--- config.mk ---
export PLATFORM = sky130hd
export DESIGN_NAME = uart_baud_divisor_calc_top
export DESIGN_NICKNAME = d
export VERILOG_FILES = /design/src/rtl/core/ubd_pkg.sv /design/src/rtl/core/uart_baud_divisor_calc_top.sv /design/src/rtl/core/ubd_cell.sv /design/src/rtl/core/ubd_round.sv
export SDC_FILE = /design/constraint.sdc
export NUM_CORES = 2
export LEC_CHECK = 0
export BUFFER_PORTS_ARGS = -buffer_cell sky130_fd_sc_hd__clkbuf_2
export CAP_MARGIN = 20
export CORE_MARGIN = 2
export CORE_UTILIZATION = 47
export DETAILED_ROUTE_END_ITERATION = 6
export GPL_ROUTABILITY_DRIVEN = 0
export GPL_TIMING_DRIVEN = 0
export PLACE_DENSITY = 0.65
export SYNTH_ARGS = -nofsm -noshare
export SYNTH_HDL_FRONTEND = slang
export SYNTH_SLANG_ARGS = --single-unit
--- constraint.sdc ---
create_clock -name i_clk -period 8.1 [get_ports i_clk]
set_clock_uncertainty 0.15 [all_clocks]
set_input_delay 1.215 -clock i_clk [delete_from_list [all_inputs] [get_ports i_clk]]
set_output_delay 1.215 -clock i_clk [all_outputs]
set_load 0.05 [all_outputs]
--- src/rtl/core/ubd_pkg.sv ---
// ----------------------------------------------------------------------------
// ubd_pkg
// Shared types and constants for the UART baud divisor calculator.
// ----------------------------------------------------------------------------
package ubd_pkg;

    localparam int CLOCK_W   = 28;
    localparam int BAUD_W    = 24;
    localparam int NUMER_W   = 32;   // clock_hz*25 after the mode shift
    localparam int PROD_W    = 33;   // clock_hz*25 before the mode shift
    localparam int REM_W     = 7;    // remainder modulo 100
    localparam int MANT_W    = 26;   // full mantissa before masking
    localparam int WORD_W    = 16;
    localparam int FRAC_W    = 4;
    localparam int NUM_CELLS = NUMER_W;
    localparam int LATENCY   = NUM_CELLS + 2;

    localparam int DATA_W    = 32;
    localparam int ADDR_W    = 3;

    localparam logic [CLOCK_W-1:0] CLOCK_RESET = 28'd16000000;
    localparam logic [4:0]         SCALE_NUM   = 5'd25;
    localparam logic [7:0]         PCT         = 8'd100;
    localparam logic [10:0]        HALF_PCT    = 11'd50;
    localparam logic [3:0]         FRAC8_MASK  = 4'h7;
    localparam logic [3:0]         FRAC16_MASK = 4'hF;
    localparam logic [11:0]        MANT_MASK   = 12'hFFF;
    localparam logic [4:0]         STEPS_8     = 5'd8;
    localparam logic [4:0]         STEPS_16    = 5'd16;

    // floor(t/100) == (t*1311) >> 17 for every t below 2048
    localparam logic [10:0]        RECIP_100   = 11'd1311;
    localparam int                 RECIP_SHIFT = 17;

    typedef enum logic {
        REG_CLOCK_HZ   = 1'b0,
        REG_OVERSAMPLE = 1'b1
    } t_reg_idx;

    typedef struct packed {
        logic                  ob8;
        logic [BAUD_W-1:0]     baud;
        logic [NUMER_W-1:0]    numer;   // dividend bits still to be consumed, MSB first
        logic [BAUD_W-1:0]     prem;    // partial remainder of numer / baud
        logic [REM_W-1:0]      rem100;  // running quotient modulo 100
        logic [MANT_W-1:0]     mant;    // running quotient / 100
    } t_cell_data;

endpackage

--- src/rtl/core/uart_baud_divisor_calc_top.sv ---
// ----------------------------------------------------------------------------
// uart_baud_divisor_calc_top
// Computes the UART fractional baud divisor word for a requested baud rate.
// ----------------------------------------------------------------------------
//  Channel   Direction  Handshake                        Payload
//  request   in         start && !busy                   i_baud_rate
//  result    out        o_done (one-cycle strobe)        o_divisor_word, o_mantissa_clipped
//  config    in         APB write: psel,penable,pwrite   paddr, pwdata / prdata
//
//  A request enters every cycle; busy never rises.
//  Each result passes through a front register that forms the dividend,
//  32 divider cells that each retire one quotient bit, and a register that rounds.
//  Throughput is one per cycle.
//  Reset empties the pipeline and loads clock_hz = 16000000, oversampling by 16.
//  The receiver cannot stall; results are not held.
// ----------------------------------------------------------------------------
module uart_baud_divisor_calc_top (
    input  logic                           i_clk,
    input  logic                           i_rst_n,
    input  logic                           start,
    output logic                           busy,
    input  logic [ubd_pkg::BAUD_W-1:0]     i_baud_rate,
    output logic                           o_done,
    output logic [ubd_pkg::WORD_W-1:0]     o_divisor_word,
    output logic                           o_mantissa_clipped,
    input  logic                           psel,
    input  logic                           penable,
    input  logic                           pwrite,
    input  logic [ubd_pkg::ADDR_W-1:0]     paddr,
    input  logic [ubd_pkg::DATA_W-1:0]     pwdata,
    output logic [ubd_pkg::DATA_W-1:0]     prdata,
    output logic                           pready
);

    logic [ubd_pkg::CLOCK_W-1:0] r_clock_hz;
    logic                        r_ob8;
    logic                        cfg_wr;
    ubd_pkg::t_reg_idx           reg_idx;

    logic                        r_front_valid;
    ubd_pkg::t_cell_data         r_front;
    ubd_pkg::t_cell_data         n_front;
    logic [ubd_pkg::PROD_W-1:0]  clk_scaled;

    logic                        chain_valid [ubd_pkg::NUM_CELLS+1];
    ubd_pkg::t_cell_data         chain_data  [ubd_pkg::NUM_CELLS+1];

    assign busy    = 1'b0;
    assign pready  = 1'b1;
    assign cfg_wr  = psel && penable && pwrite && pready;
    assign reg_idx = ubd_pkg::t_reg_idx'(paddr[2]);

    always_ff @(posedge i_clk) begin
        if (!i_rst_n) begin
            r_clock_hz <= ubd_pkg::CLOCK_RESET;
            r_ob8      <= 1'b0;
        end else if (cfg_wr) begin
            unique case (reg_idx)
                ubd_pkg::REG_CLOCK_HZ:   r_clock_hz <= pwdata[ubd_pkg::CLOCK_W-1:0];
                ubd_pkg::REG_OVERSAMPLE: r_ob8      <= pwdata[0];
                default: ;
            endcase
        end
    end

    always_comb begin
        unique case (reg_idx)
            ubd_pkg::REG_CLOCK_HZ:   prdata = ubd_pkg::DATA_W'(r_clock_hz);
            ubd_pkg::REG_OVERSAMPLE: prdata = ubd_pkg::DATA_W'(r_ob8);
            default:                 prdata = '0;
        endcase
    end

    // Front stage: dividend is clock*25 halved (by 8) or quartered (by 16)
    always_comb begin
        clk_scaled     = ubd_pkg::PROD_W'(r_clock_hz) * ubd_pkg::PROD_W'(ubd_pkg::SCALE_NUM);
        n_front        = '0;
        n_front.ob8    = r_ob8;
        // a zero baud rate divides as one
        n_front.baud   = (i_baud_rate == '0) ? ubd_pkg::BAUD_W'(1) : i_baud_rate;
        n_front.numer  = r_ob8 ? clk_scaled[ubd_pkg::PROD_W-1:1]
                               : {1'b0, clk_scaled[ubd_pkg::PROD_W-1:2]};
    end

    always_ff @(posedge i_clk) begin
        if (!i_rst_n) begin
            r_front_valid <= 1'b0;
        end else begin
            r_front_valid <= start && !busy;
        end
    end

    always_ff @(posedge i_clk) begin
        r_front <= n_front;
    end

    assign chain_valid[0] = r_front_valid;
    assign chain_data[0]  = r_front;

    for (genvar g = 0; g < ubd_pkg::NUM_CELLS; g++) begin : g_cell
        ubd_cell u_cell (
            .i_clk   (i_clk),
            .i_rst_n (i_rst_n),
            .i_valid (chain_valid[g]),
            .i_data  (chain_data[g]),
            .o_valid (chain_valid[g+1]),
            .o_data  (chain_data[g+1])
        );
    end

    ubd_round u_round (
        .i_clk     (i_clk),
        .i_rst_n   (i_rst_n),
        .i_valid   (chain_valid[ubd_pkg::NUM_CELLS]),
        .i_data    (chain_data[ubd_pkg::NUM_CELLS]),
        .o_valid   (o_done),
        .o_word    (o_divisor_word),
        .o_clipped (o_mantissa_clipped)
    );

endmodule

--- src/rtl/core/ubd_cell.sv ---
// ----------------------------------------------------------------------------
// ubd_cell
// One divider cell: retires one quotient bit of numer / baud and feeds it
// straight into a restoring divide by 100.
// ----------------------------------------------------------------------------
module ubd_cell (
    input  logic                i_clk,
    input  logic                i_rst_n,
    input  logic                i_valid,
    input  ubd_pkg::t_cell_data i_data,
    output logic                o_valid,
    output ubd_pkg::t_cell_data o_data
);

    logic                r_valid;
    ubd_pkg::t_cell_data r_data;
    ubd_pkg::t_cell_data n_data;

    logic [ubd_pkg::BAUD_W:0] trial;
    logic [ubd_pkg::BAUD_W:0] diff;
    logic                     qbit;
    logic [ubd_pkg::REM_W:0]  dec;
    logic                     mbit;

    always_comb begin
        trial = {i_data.prem, i_data.numer[ubd_pkg::NUMER_W-1]};
        diff  = trial - {1'b0, i_data.baud};
        qbit  = (trial >= {1'b0, i_data.baud});

        // quotient bits arrive MSB first: fold them into the divide by 100
        dec   = {i_data.rem100, qbit};
        mbit  = (dec >= ubd_pkg::PCT);

        n_data        = i_data;
        n_data.numer  = {i_data.numer[ubd_pkg::NUMER_W-2:0], 1'b0};
        n_data.prem   = qbit ? diff[ubd_pkg::BAUD_W-1:0] : trial[ubd_pkg::BAUD_W-1:0];
        n_data.rem100 = mbit ? ubd_pkg::REM_W'(dec - ubd_pkg::PCT) : dec[ubd_pkg::REM_W-1:0];
        n_data.mant   = {i_data.mant[ubd_pkg::MANT_W-2:0], mbit};
    end

    always_ff @(posedge i_clk) begin
        if (!i_rst_n) begin
            r_valid <= 1'b0;
        end else begin
            r_valid <= i_valid;
        end
    end

    always_ff @(posedge i_clk) begin
        r_data <= n_data;
    end

    assign o_valid = r_valid;
    assign o_data  = r_data;

endmodule

--- src/rtl/core/ubd_round.sv ---
// ----------------------------------------------------------------------------
// ubd_round
// Rounds the remainder to eighths or sixteenths, carries a full unit into the
// mantissa, masks the mantissa and packs the divisor word.
// ----------------------------------------------------------------------------
module ubd_round (
    input  logic                         i_clk,
    input  logic                         i_rst_n,
    input  logic                         i_valid,
    input  ubd_pkg::t_cell_data          i_data,
    output logic                         o_valid,
    output logic [ubd_pkg::WORD_W-1:0]   o_word,
    output logic                         o_clipped
);

    logic                          r_valid;
    logic [ubd_pkg::WORD_W-1:0]    r_word;
    logic                          r_clipped;
    logic [ubd_pkg::WORD_W-1:0]    n_word;
    logic                          n_clipped;

    logic [10:0]                   scaled;
    logic [21:0]                   prod;
    logic [4:0]                    frac;
    logic [4:0]                    steps;
    logic                          carry;
    logic [ubd_pkg::MANT_W-1:0]    mant;
    logic [ubd_pkg::FRAC_W-1:0]    frac_out;

    always_comb begin
        scaled = i_data.ob8 ? (11'({i_data.rem100, 3'b000}) + ubd_pkg::HALF_PCT)
                            : (11'({i_data.rem100, 4'b0000}) + ubd_pkg::HALF_PCT);
        prod   = 22'(scaled) * 22'(ubd_pkg::RECIP_100);
        frac   = prod[ubd_pkg::RECIP_SHIFT+4:ubd_pkg::RECIP_SHIFT];
        steps  = i_data.ob8 ? ubd_pkg::STEPS_8 : ubd_pkg::STEPS_16;
        carry  = (frac >= steps);

        // a whole unit of fraction moves into the mantissa
        mant     = i_data.mant + ubd_pkg::MANT_W'(carry);
        frac_out = carry ? '0
                 : (frac[ubd_pkg::FRAC_W-1:0] &
                    (i_data.ob8 ? ubd_pkg::FRAC8_MASK : ubd_pkg::FRAC16_MASK));

        n_clipped = (mant > ubd_pkg::MANT_W'(ubd_pkg::MANT_MASK));
        n_word    = {mant[11:0] & ubd_pkg::MANT_MASK, frac_out};
    end

    always_ff @(posedge i_clk) begin
        if (!i_rst_n) begin
            r_valid <= 1'b0;
        end else begin
            r_valid <= i_valid;
        end
    end

    always_ff @(posedge i_clk) begin
        r_word    <= n_word;
        r_clipped <= n_clipped;
    end

    assign o_valid   = r_valid;
    assign o_word    = r_word;
    assign o_clipped = r_clipped;

endmodule

==> run metrics <==
violations in the final reports=design-rule violations; worst-case register-to-register setup slack=0.05 ns; total power after layout=46.34 mW; Final Hold Violating Endpoints=0; portion of the post-synthesis area used by sequential elements=0.4940; area added between synthesis and finish=13.54%; endpoint of the worst register-to-register path=u_round.o_clipped; number of synthesis warnings=0; Post-Synth XOR/XNOR Area=0.05253; die boundary width=487.1 µm; pre-CTS setup slack=-2.362 ns; largest cells by area after synthesis=sky130_fd_sc_hd__dfxtp_1 (49%), sky130_fd_sc_hd__ha_1 (11%), sky130_fd_sc_hd__inv_1 (4.1%), sky130_fd_sc_hd__a21oi_1 (3.6%), sky130_fd_sc_hd__o21ai_0 (3.4%); Post-synth top cells=sky130_fd_sc_hd__dfxtp_1 (2707), sky130_fd_sc_hd__inv_1 (1204), sky130_fd_sc_hd__ha_1 (964), sky130_fd_sc_hd__nand2_1 (821), sky130_fd_sc_hd__a21oi_1 (788); total via count in the routed design=78.51k; worst min-delay path category=flip-flop to flip-flop; IO buf count=103; startpoint class of the critical path=flip-flop; total routed wirelength=242.8 mm; starting utilization of the core area=0.4722; Worst-Skew Late Latency=0.93 ns; nets@finish=12.68k; result of the run=finished, violations left; routed wl met2=112.6 mm; simple-gate area share of the yosys netlist=0.1026; DRC violation count after routing=1; pin count of the biggest net entering global routing=17; number of detailed-route iterations in the first pass=7; synthesis-stage register bit count=2707; dominant cell by count in the synthesized netlist=sky130_fd_sc_hd__dfxtp_1; Buf+Inv Stages, Crit Path=7; fraction of layout instances using a drive strength above 1=0.08545; Worst VDD drop=0.0008344 V; Rows=177; area fraction in compound gates after synthesis=0.1527; placed cell areas=114100 µm²; final slew viol count=0; Vert. Die Dim=487.1 µm; area share of the largest cell type after synthesis=0.4940; DR top layer=met4; crit share post-route=0.9936; CP Class=flip-flop to flip-flop; unrepaired setup endpoints after global routing=yes; max_cap viols=0; initial antenna violation count=12; cell family with the largest share of critical-path delay=adder cells; total negative setup slack=0 ns; source of the worst register-to-register timing path=g_cell[31].u_cell.o_data[113]; post-synth design cell area=109700 µm²; Detail Route Antenna Nets=0; overall track demand over capacity in global routing=0.1998; mean routed wirelength per cell=16.37 µm; master of the slowest instance on the critical path=sky130_fd_sc_hd__fa_2; clock slew seen by the registers of the worst setup and hold paths=0.06 ns; largest fanout on the critical path=6; total clock sinks=2707; share of flip-flops with an asynchronous set or reset=0; Vias per Instance=5.293; top achievable clock speed=124.3 MHz; die outline area=237300 µm²; Hold Buf Count CTS=0; CP Capture Type=flip-flop; slew at the pin closest to its max-slew limit=0.9690 ns; number of global-route vias before repair=77.24k; sum of overflow across all layers after global routing=0; detailed placement HPWL=187.1 mm; core area=232300 µm²; Cells on Worst Hold Path=0; Mapped Cells=11.15k; final worst setup slack=0.05212 ns; post-route cell area=124600 µm²; stage delay of the slowest cell on the critical path=0.56 ns; Min Hold Slack=0.1389 ns; Mapped Avg Cell Area=9.844 µm²; CTS H-tree lvls=5; first-pass GRT wire length=389.9 mm; Post-synth EDFFs=0; number of gates on the worst path with buffers counted=42; data arrival time of the critical path=8.58 ns; Power Dens Cells=372.0 nW/µm²; primary flip-flop cell chosen by synthesis mapping=sky130_fd_sc_hd__dfxtp_1; DR iter-0 viols=5210; setup violators final=0; WL met1=106.4 mm; post-synthesis adder-cell area fraction=0.1229; count of boundary I/O pins=117; Lkg Pwr=57.89 nW; routed wl met3=13.89 mm; clock root buffer=sky130_fd_sc_hd__clkbuf_16; startpoint of the tightest hold check path=g_cell[23].u_cell.o_data[81]; required time at the endpoint of the critical path=8.64 ns; number of unique standard cell types used by synthesis=106; library cell occupying the most area in the post-synthesis netlist=sky130_fd_sc_hd__dfxtp_1; min Tclk post-route=8.048 ns; most frequent cell on the critical path=sky130_fd_sc_hd__ha_4; Rel. slew slack=0.3458; worst-case clock buffer depth=4; number of buffers created by CTS=296; TritonCTS clock tree=built; multiplexer fraction of the synthesized cell area=0.02547; end of the worst hold path=g_cell[24].u_cell.o_data[82]; Register-to-Register Path Depth=42; main combinational cell family by area after synthesis=compound AO/OA/AOI/OAI gates
==> kinds of logic (layout without fill, tap and decap cells) <==
group,after synthesis,count (layout)
other,2,10
AO/OA/AOI/OAI,2691,2691
XOR/XNOR,658,658
adder cells (fa/ha/maj),1035,1035
buffers and inverters,1435,2071
AND/OR/NAND/NOR,2364,2364
flip-flops,2707,2707
multiplexers,253,253
==> registers in the layout, indices dropped and copies added, names as in the netlist <==
signal,flops
u_round.o_valid,1
r_ob8,1
u_round.o_word,16
g_cell.u_cell.o_valid,32
r_clock_hz,28
r_front_valid,1
u_round.o_clipped,1
g_cell.u_cell.o_data,2570
chain_data,57
==> cell type report <==
class | instances | area (µm²)
sequential | 2707 | 54200
clock inverter | 107 | 1368
fill | 20325 | 107800
tap | 3043 | 3807
antenna | 4 | 10.01
inverter | 1207 | 4531
multi-input combinational | 7007 | 50520
buffer | 227 | 977.2
clock buffer | 394 | 8381
timing repair buffer | 136 | 772.0
==> worst reg2reg max path: cells and delay by family, from the launching register on <==
kind | cells | cell delay [ns]
and+or+nand+nor | 12 | 1.66
xor gates and xnor gates | 2 | 0.25
muxes | 1 | 0.19
adders and majority gates | 9 | 2.50
DFF | 1 | 0.36
buffers and inverters | 7 | 0.79
AOI/OAI and AO/OA | 11 | 1.96
==> power by group <==
part,total [mW],internal [mW],switching [mW]
sequential,16.4,15.3,1.10
combinational,16.6,7.33,9.28
clock,13.3,8.14,5.20
total,46.3,30.8,15.6
==> how the worst max path moves through the flow <==
stage / slack, ns / startpoint / end
global placement: -2.15 / g_cell[31].u_cell.o_data[113] / u_round.o_clipped
CTS: -0.11 / g_cell[31].u_cell.o_data[113] / u_round.o_clipped
floorplan: 0.03 / g_cell[31].u_cell.o_data[113] / u_round.o_clipped
global route: -0.36 / g_cell[31].u_cell.o_data[113] / u_round.o_clipped
detailed placement: -2.36 / g_cell[31].u_cell.o_data[113] / u_round.o_clipped
finish: 0.05 / g_cell[31].u_cell.o_data[113] / u_round.o_clipped
==> per-layer routing <==
metal / track usage / vias to the layer above
li1: - / 38897
met4: 0.08304 / 0
met5: 0 / -
met1: 0.2535 / 36763
met3: 0.03202 / 586
met2: 0.3367 / 2261
==> per-stage QoR <==
stage            util  cells
2_1_floorplan       -  11149
3_3_place_gp   0.4911  14295
3_5_place_dp   0.4911  14295
4_1_cts        0.5351  14817
5_1_grt        0.5361  14829
6_report       0.5362  14832
==> what timing repair did <==
action / CTS / global route
setup buffers: 22 / 11
pin swaps: 37 / 35
setup endpoints to repair: 12 / 1
resized for setup: 65 / 25
==> cells in the final DEF, fill, tap and decap left out, types with 28 or more instances in the layout <==
cell type	n
sky130_fd_sc_hd__a211o_1	30
sky130_fd_sc_hd__a211oi_1	48
sky130_fd_sc_hd__a21boi_0	59
sky130_fd_sc_hd__a21o_1	339
sky130_fd_sc_hd__a21oi_1	781
sky130_fd_sc_hd__a31oi_1	92
sky130_fd_sc_hd__and2_1	67
sky130_fd_sc_hd__and3_1	63
sky130_fd_sc_hd__buf_2	35
sky130_fd_sc_hd__buf_4	38
sky130_fd_sc_hd__bufinv_16	28
sky130_fd_sc_hd__clkbuf_1	212
sky130_fd_sc_hd__clkbuf_16	302
sky130_fd_sc_hd__clkbuf_2	105
sky130_fd_sc_hd__clkbuf_8	52
sky130_fd_sc_hd__clkinv_2	45
sky130_fd_sc_hd__dfxtp_1	2706
sky130_fd_sc_hd__fa_1	70
sky130_fd_sc_hd__ha_1	951
sky130_fd_sc_hd__inv_1	1200
sky130_fd_sc_hd__mux2_2	205
sky130_fd_sc_hd__mux2i_1	45
sky130_fd_sc_hd__nand2_1	820
sky130_fd_sc_hd__nand2b_1	149
sky130_fd_sc_hd__nand3_1	155
sky130_fd_sc_hd__nand4_1	104
sky130_fd_sc_hd__nor2_1	547
sky130_fd_sc_hd__nor2b_1	131
sky130_fd_sc_hd__nor3_1	103
sky130_fd_sc_hd__nor4_1	35
sky130_fd_sc_hd__o211ai_1	45
sky130_fd_sc_hd__o21a_1	111
sky130_fd_sc_hd__o21ai_0	749
sky130_fd_sc_hd__o21bai_1	60
sky130_fd_sc_hd__o31a_1	37
sky130_fd_sc_hd__o31ai_1	66
sky130_fd_sc_hd__or2_2	38
sky130_fd_sc_hd__or3_1	37
sky130_fd_sc_hd__xnor2_1	386
sky130_fd_sc_hd__xor2_1	269
Note: power is estimated with default switching activity, not from simulation.
